`src/rtl/core/dtfp_pkg.sv`:
```
`timescale 1ns / 1ps
// ----------------------------------------------------------------------------
// dtfp_pkg
// Shared constants, types and helpers for the decimal text to fixed point block.
// ----------------------------------------------------------------------------
package dtfp_pkg;

  // Number format
  localparam int FRAC_DIGITS = 5;
  localparam int FRAC_BITS   = 16;
  localparam int INT_BITS    = 31;
  localparam int VALUE_W     = 48;
  localparam int STATUS_W    = 2;
  localparam int CHAR_W      = 8;
  localparam int DIGIT_W     = 4;

  // Stream data widths, padded to whole bytes
  localparam int S_TDATA_W = ((CHAR_W + 7) / 8) * 8;
  localparam int M_TDATA_W = ((VALUE_W + STATUS_W + 7) / 8) * 8;

  // Power of ten, elaboration only
  function automatic longint unsigned pow10(input int n);
    longint unsigned p;
    p = 1;
    for (int i = 0; i < n; i++) p = p * 10;
    return p;
  endfunction

  // Fraction digits are normalized to FRAC_DIGITS digits before conversion
  localparam longint unsigned FRAC_DEN  = pow10(FRAC_DIGITS);
  localparam longint unsigned FRAC_HALF = FRAC_DEN / 2;
  localparam int FRAC_W = $clog2(FRAC_DEN);
  localparam int FCNT_W = $clog2(FRAC_DIGITS + 1);

  // Reciprocal divide: X = frac * 2^FRAC_BITS + half, q = X / FRAC_DEN
  localparam int X_W   = FRAC_W + FRAC_BITS;
  localparam int RCP_W = FRAC_BITS + 1;
  localparam int Q_W   = FRAC_BITS + 1;
  localparam longint unsigned RCP = (64'd1 << X_W) / FRAC_DEN;

  // Magnitude and its limit
  localparam int MAG_W = INT_BITS + FRAC_BITS + 1;
  localparam longint unsigned FMT_LIM = (64'd1 << (INT_BITS + FRAC_BITS)) - 64'd1;
  localparam longint unsigned VAL_LIM = (64'd1 << (VALUE_W - 1)) - 64'd1;
  localparam longint unsigned MAG_LIM = (FMT_LIM < VAL_LIM) ? FMT_LIM : VAL_LIM;

  // Character codes
  localparam logic [CHAR_W-1:0] CH_ZERO  = 8'h30;
  localparam logic [CHAR_W-1:0] CH_NINE  = 8'h39;
  localparam logic [CHAR_W-1:0] CH_POINT = 8'h2E;
  localparam logic [CHAR_W-1:0] CH_MINUS = 8'h2D;

  typedef enum logic [STATUS_W-1:0] {
    ST_OK           = 2'd0,
    ST_BAD_CHAR     = 2'd1,
    ST_SECOND_POINT = 2'd2,
    ST_OVERFLOW     = 2'd3
  } status_t;

  // Parser state captured on the terminator
  typedef struct packed {
    status_t             err;
    logic [INT_BITS-1:0] int_part;
    logic [FRAC_W-1:0]   frac_part;
    logic [FCNT_W-1:0]   frac_cnt;
    logic                neg;
  } snap_t;

  typedef struct packed {
    logic [VALUE_W-1:0] value;
    status_t            status;
  } result_t;

  // Scale that brings n kept digits up to FRAC_DIGITS digits
  function automatic logic [FRAC_W-1:0] frac_scale(input logic [FCNT_W-1:0] n);
    logic [FRAC_W-1:0] s;
    s = '0;
    for (int i = 0; i <= FRAC_DIGITS; i++) begin
      if (n == FCNT_W'(i)) s = FRAC_W'(pow10(FRAC_DIGITS - i));
    end
    return s;
  endfunction

endpackage

```
`src/rtl/core/dtfp_convert.sv`:
```
`timescale 1ns / 1ps
// ----------------------------------------------------------------------------
// dtfp_convert
// Pipeline that turns a captured parser state into the signed fixed-point
// value and status: digit normalize, reciprocal divide, round, saturate.
// ----------------------------------------------------------------------------
module dtfp_convert import dtfp_pkg::*; (
  input  logic    clk,
  input  logic    rst,
  input  logic    en,
  input  logic    in_valid,
  input  snap_t   in_snap,
  output logic    out_valid,
  output result_t out_res
);

  logic v1, v2, v3, v4, v5, v6;
  snap_t sn1, sn2, sn3, sn4, sn5;
  status_t err6;
  logic neg6;
  logic [FRAC_W-1:0] f5;
  logic [X_W-1:0] x2, x3, x4;
  logic [X_W+RCP_W-1:0] prod3;
  logic [Q_W-1:0] q3, q4, q5;
  logic [X_W-1:0] qd4;
  logic [X_W-1:0] rem5;
  logic [MAG_W-1:0] mag_sum, mag6;
  logic [VALUE_W-1:0] mag_v;

  // Stage 1: normalize kept digits to FRAC_DIGITS digits
  assign f5 = FRAC_W'(sn1.frac_part * frac_scale(sn1.frac_cnt));

  // Stage 3: quotient estimate, low by at most one
  assign prod3 = x3 * (X_W+RCP_W)'(RCP);
  assign q3    = prod3[X_W +: Q_W];

  // Stage 5: remainder check corrects the estimate
  assign rem5 = x4 - qd4;

  // Stage 6 input: integer and rounded fraction
  assign mag_sum = (MAG_W'(sn5.int_part) << FRAC_BITS) + MAG_W'(q5);

  always_ff @(posedge clk) begin
    if (rst) begin
      v1 <= 1'b0;
      v2 <= 1'b0;
      v3 <= 1'b0;
      v4 <= 1'b0;
      v5 <= 1'b0;
      v6 <= 1'b0;
    end else if (en) begin
      v1 <= in_valid;
      v2 <= v1;
      v3 <= v2;
      v4 <= v3;
      v5 <= v4;
      v6 <= v5;
    end
  end

  // Payload stages
  always_ff @(posedge clk) begin
    if (en) begin
      sn1 <= in_snap;

      sn2 <= sn1;
      x2  <= (X_W'(f5) << FRAC_BITS) + X_W'(FRAC_HALF);

      sn3 <= sn2;
      x3  <= x2;

      sn4 <= sn3;
      x4  <= x3;
      q4  <= q3;
      qd4 <= X_W'(q3 * X_W'(FRAC_DEN));

      sn5 <= sn4;
      q5  <= q4 + Q_W'(rem5 >= X_W'(FRAC_DEN));

      neg6 <= sn5.neg;
      if (mag_sum > MAG_W'(MAG_LIM)) begin
        mag6 <= MAG_W'(MAG_LIM);
        err6 <= (sn5.err == ST_OK) ? ST_OVERFLOW : sn5.err;
      end else begin
        mag6 <= mag_sum;
        err6 <= sn5.err;
      end
    end
  end

  // Sign and error masking
  assign mag_v     = VALUE_W'(mag6);
  assign out_valid = v6;
  always_comb begin
    out_res.status = err6;
    if (err6 == ST_BAD_CHAR || err6 == ST_SECOND_POINT) out_res.value = '0;
    else if (neg6) out_res.value = -mag_v;
    else out_res.value = mag_v;
  end

endmodule

```
`src/rtl/core/decimal_text_to_fixed_point.sv`:
```
`timescale 1ns / 1ps
// ----------------------------------------------------------------------------
// decimal_text_to_fixed_point
// ASCII decimal number to signed fixed-point (INT_BITS.FRAC_BITS) converter.
// ----------------------------------------------------------------------------
// Usage:
//   Slave channel: one character per request, char_code in s_tdata[7:0],
//   is_terminator in s_tuser. Characters are taken one per cycle while
//   s_tready is high; each one updates the parser state in a single
//   multiply-by-ten accumulate. A request with s_tuser set ends the string:
//   the parser state is cleared, so the next string may start in the very
//   next cycle, and handed to a six-stage conversion pipeline whose result
//   passes through the output register. Only terminators produce a result.
//   Master channel: one result per terminator, value and status in m_tdata.
//   One request per cycle unless stalled, set by the accumulate loop.
//   Stall: a skid register behind the output register takes one extra result;
//   once it is occupied s_tready drops and the pipeline holds until the
//   receiver takes the waiting result.
//   Reset (rst, synchronous): parser back to the start of a string, pipeline
//   and output emptied.
// ----------------------------------------------------------------------------
module decimal_text_to_fixed_point import dtfp_pkg::*; (
  input  logic                 clk,
  input  logic                 rst,
  input  logic                 s_tvalid,
  output logic                 s_tready,
  input  logic [S_TDATA_W-1:0] s_tdata,   // [7:0] char_code
  input  logic                 s_tuser,   // [0] is_terminator
  output logic                 m_tvalid,
  input  logic                 m_tready,
  output logic [M_TDATA_W-1:0] m_tdata    // [47:0] value, [49:48] status, rest zero
);

  // Parser state
  logic [INT_BITS-1:0] int_acc, int_acc_next;
  logic [FRAC_W-1:0]   frac_acc, frac_acc_next;
  logic [FCNT_W-1:0]   frac_cnt, frac_cnt_next;
  logic                point_seen, point_seen_next;
  logic                neg, neg_next;
  logic                first, first_next;
  status_t             err, err_next;

  logic [CHAR_W-1:0]     c;
  logic                  take;
  logic                  is_digit;
  logic [DIGIT_W-1:0]    d;
  logic [INT_BITS+3:0]   int_grow;
  logic [FRAC_W+3:0]     frac_grow;
  logic                  en;
  snap_t                 snap;
  logic                  res_valid;
  result_t               res;
  result_t               out_res, skid_res;
  logic                  skid_valid;

  assign c        = s_tdata[CHAR_W-1:0];
  assign en       = !skid_valid;
  assign s_tready = en;
  assign take     = s_tvalid && s_tready;
  assign is_digit = (c >= CH_ZERO) && (c <= CH_NINE);
  assign d        = DIGIT_W'(c - CH_ZERO);

  // Multiply-by-ten accumulate
  assign int_grow  = ((INT_BITS+4)'(int_acc) << 3) + ((INT_BITS+4)'(int_acc) << 1)
                   + (INT_BITS+4)'(d);
  assign frac_grow = ((FRAC_W+4)'(frac_acc) << 3) + ((FRAC_W+4)'(frac_acc) << 1)
                   + (FRAC_W+4)'(d);

  // Character handling
  always_comb begin
    int_acc_next    = int_acc;
    frac_acc_next   = frac_acc;
    frac_cnt_next   = frac_cnt;
    point_seen_next = point_seen;
    neg_next        = neg;
    first_next      = first;
    err_next        = err;
    if (take && s_tuser) begin
      int_acc_next    = '0;
      frac_acc_next   = '0;
      frac_cnt_next   = '0;
      point_seen_next = 1'b0;
      neg_next        = 1'b0;
      first_next      = 1'b1;
      err_next        = ST_OK;
    end else if (take) begin
      first_next = 1'b0;
      if (err != ST_BAD_CHAR && err != ST_SECOND_POINT) begin
        if (is_digit) begin
          if (point_seen) begin
            if (frac_cnt < FCNT_W'(FRAC_DIGITS)) begin
              frac_acc_next = frac_grow[FRAC_W-1:0];
              frac_cnt_next = frac_cnt + 1'b1;
            end
          end else if (int_grow > (INT_BITS+4)'({INT_BITS{1'b1}})) begin
            int_acc_next = {INT_BITS{1'b1}};
            if (err == ST_OK) err_next = ST_OVERFLOW;
          end else begin
            int_acc_next = int_grow[INT_BITS-1:0];
          end
        end else if (c == CH_POINT) begin
          if (point_seen) begin
            if (err == ST_OK) err_next = ST_SECOND_POINT;
          end else begin
            point_seen_next = 1'b1;
          end
        end else if (c == CH_MINUS && first) begin
          neg_next = 1'b1;
        end else if (err == ST_OK) begin
          err_next = ST_BAD_CHAR;
        end
      end
    end
  end

  always_ff @(posedge clk) begin
    if (rst) begin
      int_acc    <= '0;
      frac_acc   <= '0;
      frac_cnt   <= '0;
      point_seen <= 1'b0;
      neg        <= 1'b0;
      first      <= 1'b1;
      err        <= ST_OK;
    end else begin
      int_acc    <= int_acc_next;
      frac_acc   <= frac_acc_next;
      frac_cnt   <= frac_cnt_next;
      point_seen <= point_seen_next;
      neg        <= neg_next;
      first      <= first_next;
      err        <= err_next;
    end
  end

  // State handed over on the terminator
  assign snap.err       = err;
  assign snap.int_part  = int_acc;
  assign snap.frac_part = frac_acc;
  assign snap.frac_cnt  = frac_cnt;
  assign snap.neg       = neg;

  dtfp_convert u_convert (
    .clk       (clk),
    .rst       (rst),
    .en        (en),
    .in_valid  (take && s_tuser),
    .in_snap   (snap),
    .out_valid (res_valid),
    .out_res   (res)
  );

  // Output register with skid
  always_ff @(posedge clk) begin
    if (rst) begin
      m_tvalid   <= 1'b0;
      skid_valid <= 1'b0;
    end else if (m_tready || !m_tvalid) begin
      if (skid_valid) begin
        out_res    <= skid_res;
        m_tvalid   <= 1'b1;
        skid_valid <= 1'b0;
      end else begin
        out_res  <= res;
        m_tvalid <= en && res_valid;
      end
    end else if (en && res_valid) begin
      skid_res   <= res;
      skid_valid <= 1'b1;
    end
  end

  assign m_tdata = M_TDATA_W'({out_res.status, out_res.value});

endmodule
```
`config.mk`:
```
export PLATFORM = sky130hd
export DESIGN_NAME = decimal_text_to_fixed_point
export DESIGN_NICKNAME = d
export VERILOG_FILES = /design/src/rtl/core/dtfp_pkg.sv /design/src/rtl/core/dtfp_convert.sv /design/src/rtl/core/decimal_text_to_fixed_point.sv
export SDC_FILE = /design/constraint.sdc
export NUM_CORES = 2
export LEC_CHECK = 0
export BUFFER_PORTS_ARGS = -buffer_cell sky130_fd_sc_hd__buf_4
export CAP_MARGIN = 20
export CORE_ASPECT_RATIO = 2
export CORE_MARGIN = 2
export CORE_UTILIZATION = 56
export DETAILED_ROUTE_END_ITERATION = 12
export PLACE_DENSITY = 0.72
export SLEW_MARGIN = 20
export SYNTH_ARGS = -nofsm -noshare
export SYNTH_HDL_FRONTEND = slang
export SYNTH_SLANG_ARGS = --single-unit
export TNS_END_PERCENT = 20
```
`constraint.sdc`:
```
create_clock -name clk -period 13.2 [get_ports clk]
set_input_delay 1.98 -clock clk [delete_from_list [all_inputs] [get_ports clk]]
set_output_delay 1.98 -clock clk [all_outputs]
set_load 0.01 [all_outputs]
```
==> results.json <==
{
  "placed_cells": 3928,
  "ys_seq_area_share_pct": 41.79,
  "max_clock_freq_mhz": 85.77,
  "min_path_type": "register to register",
  "period_share_pct": 88.33,
  "fin_setup_tns_ps": 0,
  "ys.flop_type": "edfxtp_1",
  "pre_cts_ws_ps": 1608,
  "io_buffers": 64,
  "leakagePower_nw": 18.78,
  "syn_area_um2": 35550,
  "p_per_area_nw_per_um2": 86.38,
  "required_ps": 13520,
  "finalPower_mw": 3.334,
  "r2r_end": "u_convert.qd4[32]",
  "final_area_um2": 38600,
  "slew_headroom_pct": 31.48,
  "root_buffer": "clkbuf_16",
  "ys_ff_latch": 516,
  "holdPathStages": 0,
  "hold_buffers": 0,
  "routed_wl_mm": 74.99,
  "dpl_cell_area_um2": 36880,
  "ys_types": 70,
  "reg2reg_slack_ps": 1540,
  "post-route-util_pct": 61.48,
  "wl_per_cell_um": 18.66,
  "tightest_slew_ps": 1024,
  "fin_nets": 3865,
  "syn_inst": 3137,
  "crit_type": "register to register",
  "max-cap-violations": 0,
  "ff2ff_path_depth": 40,
  "avgSynthCellArea_um2": 11.33,
  "async_reset_ff_share_pct": 0,
  "cts_max_level": 2,
  "grt_util_all_layers_pct": 23.56,
  "firstDrtPassIters": 7,
  "rsz0062_at_grt": "false",
  "cts_tree": "done",
  "drc": 0,
  "num_io_pins": 71,
  "die_h_um": 360.3,
  "drv_slew": 0,
  "route.antenna.remaining_nets": 0,
  "core_area_um2": 62790,
  "antenna_found_initial": 1,
  "drt_iter0_drc": 1075,
  "numCtsBuffers": 48,
  "crit_buf_inv": 10,
  "fin_cells": 4018,
  "clk_path_buf_depth": 3,
  "via_per_inst": 5.680,
  "synth_most_common_cell": "edfxtp_1",
  "fin_worst_skew_ps": 39.89,
  "cts_sinks": 516,
  "yosysTopAreaCell": "edfxtp_1",
  "crit_arrival_ps": 11980,
  "clock_latency_ps": 610,
  "post_cts_buffers": 0,
  "synth_edf_count": 452,
  "synthTopCellsByArea": "edfxtp_1 (38%), ha_1 (15%), fa_1 (14%), inv_1 (4.8%), dfxtp_1 (3.6%)",
  "hold_viol": 0,
  "yosys_warnings": 0,
  "initial_utilization_pct": 56.62,
  "dieArea_um2": 65630,
  "cpPeakStageDelay_ps": 740,
  "synth_commonest_cells": "edfxtp_1 (452), inv_1 (451), ha_1 (416)",
  "timing.rr.start": "u_convert.x3[18]",
  "worstHoldStart": "u_convert.sn3[30]",
  "ir_drop_mv": 0.1023,
  "n_fill_cell": 5023,
  "endpoint_kind": "register",
  "rows": 130,
  "num_vias": 22820,
  "crit_top_cell": "inv_1",
  "grt_pass1_vias": 24550,
  "setup_slack_ps": 1541,
  "timing.hold.ws_ps": 411.7,
  "hold_end": "u_convert.sn4[30]",
  "yosys.area.top_type_share_pct": 38.18,
  "min_period_ps": 11660,
  "syn_to_final_growth_pct": 8.588,
  "num_antenna_cells": 0,
  "cts.reportedPaths.clkPinSlew_ps": 70,
  "finalSetupViolations": 0,
  "die_w_um": 182.2,
  "cp-start-kind": "register",
  "outcome": "complete, no violations",
  "cp_top_family": "adder cells",
  "grt_first_pass_wirelength_mm": 122.3,
  "critPathMaxFanout": 13,
  "grt_max_degree": 96,
  "drive_above_1_share_pct": 6.045,
  "overflow": 0,
  "cp_slowest_cell": "edfxtp_1",
  "cts_resized": 0,
  "place.gp.congestion": 0.9217,
  "dp_hpwl_mm": 59.85
}
-- routing by layer --
metal  part of all wire, %  track usage, %  vias to the layer above
li1                      -               -                    10900
met1                    34           22.62                    11180
met2                    58           47.54                      491
met3                   2.7           2.331                      251
met4                   6.1           13.31                        2
met5                 0.013               0                        -
-- sequential cells by signal, summed over array words and instances (netlist names), 26 cells and up --
register	cells
u_convert.sn4	34
u_convert.mag6	48
u_convert.sn2	34
u_convert.qd4	26
u_convert.sn1	54
int_acc	31
u_convert.sn3	34
skid_res	50
m_tdata	50
u_convert.sn5	34
-- report_power, final --
group / internal (mW) / total [mW] / switching, mW / leakage, nW
sequential: 1.77 / 1.78 / 0.00815 / 5.82
clock: 0.832 / 1.49 / 0.655 / 0.837
combinational: 0.0255 / 0.0715 / 0.0460 / 12.1
total: 2.63 / 3.33 / 0.709 / 18.8
-- cell usage in the layout (no fill, tap or decap), types with 63 or more instances in the layout --
cell type	instances
inv_1	450
a21oi_1	112
dfxtp_1	63
nor2_1	154
buf_4	80
o31ai_1	68
edfxtp_1	452
xor2_1	116
fa_1	250
ha_1	416
xnor2_1	100
nand2_1	283
o21ai_0	100
-- how the worst max path moves through the flow --
stage	startpoint	cells past startpoint	end	slack, ps
CTS	u_convert.x3[18]	40	u_convert.qd4[32]	1560
global route	u_convert.x3[18]	40	u_convert.qd4[32]	790
finish	u_convert.x3[18]	40	u_convert.qd4[32]	1540
floorplan	u_convert.x3[18]	40	u_convert.qd4[32]	3120
detailed placement	u_convert.x3[18]	40	u_convert.qd4[32]	1610
global placement	u_convert.x3[18]	40	u_convert.qd4[32]	1770
-- cell type report --
type / count / area [um2] / area share [%]
well taps: 792 / 991.0 / 2.567
multi-input cells: 2089 / 18730 / 48.53
inverters: 451 / 1700 / 4.405
clock buffers: 53 / 1220 / 3.160
clock inverters: 37 / 500.5 / 1.297
flip-flops and latches: 516 / 14860 / 38.49
repair buffers: 80 / 600.6 / 1.556
-- cell families (layout without fill, tap and decap cells) --
logic type | Yosys count | in the layout | share of synthesized area, %
AND/OR/NAND/NOR | 719 | 719 | 9.549
XOR/XNOR | 217 | 217 | 5.346
buffers and inverters | 538 | 621 | 5.744
adder cells (fa/ha/maj) | 666 | 666 | 28.72
AO/OA/AOI/OAI | 468 | 468 | 8.489
other | 1 | 7 | 0.01055
multiplexers | 12 | 12 | 0.3555
flip-flops | 516 | 516 | 41.79
Note: power is estimated with default switching activity, not from simulation.
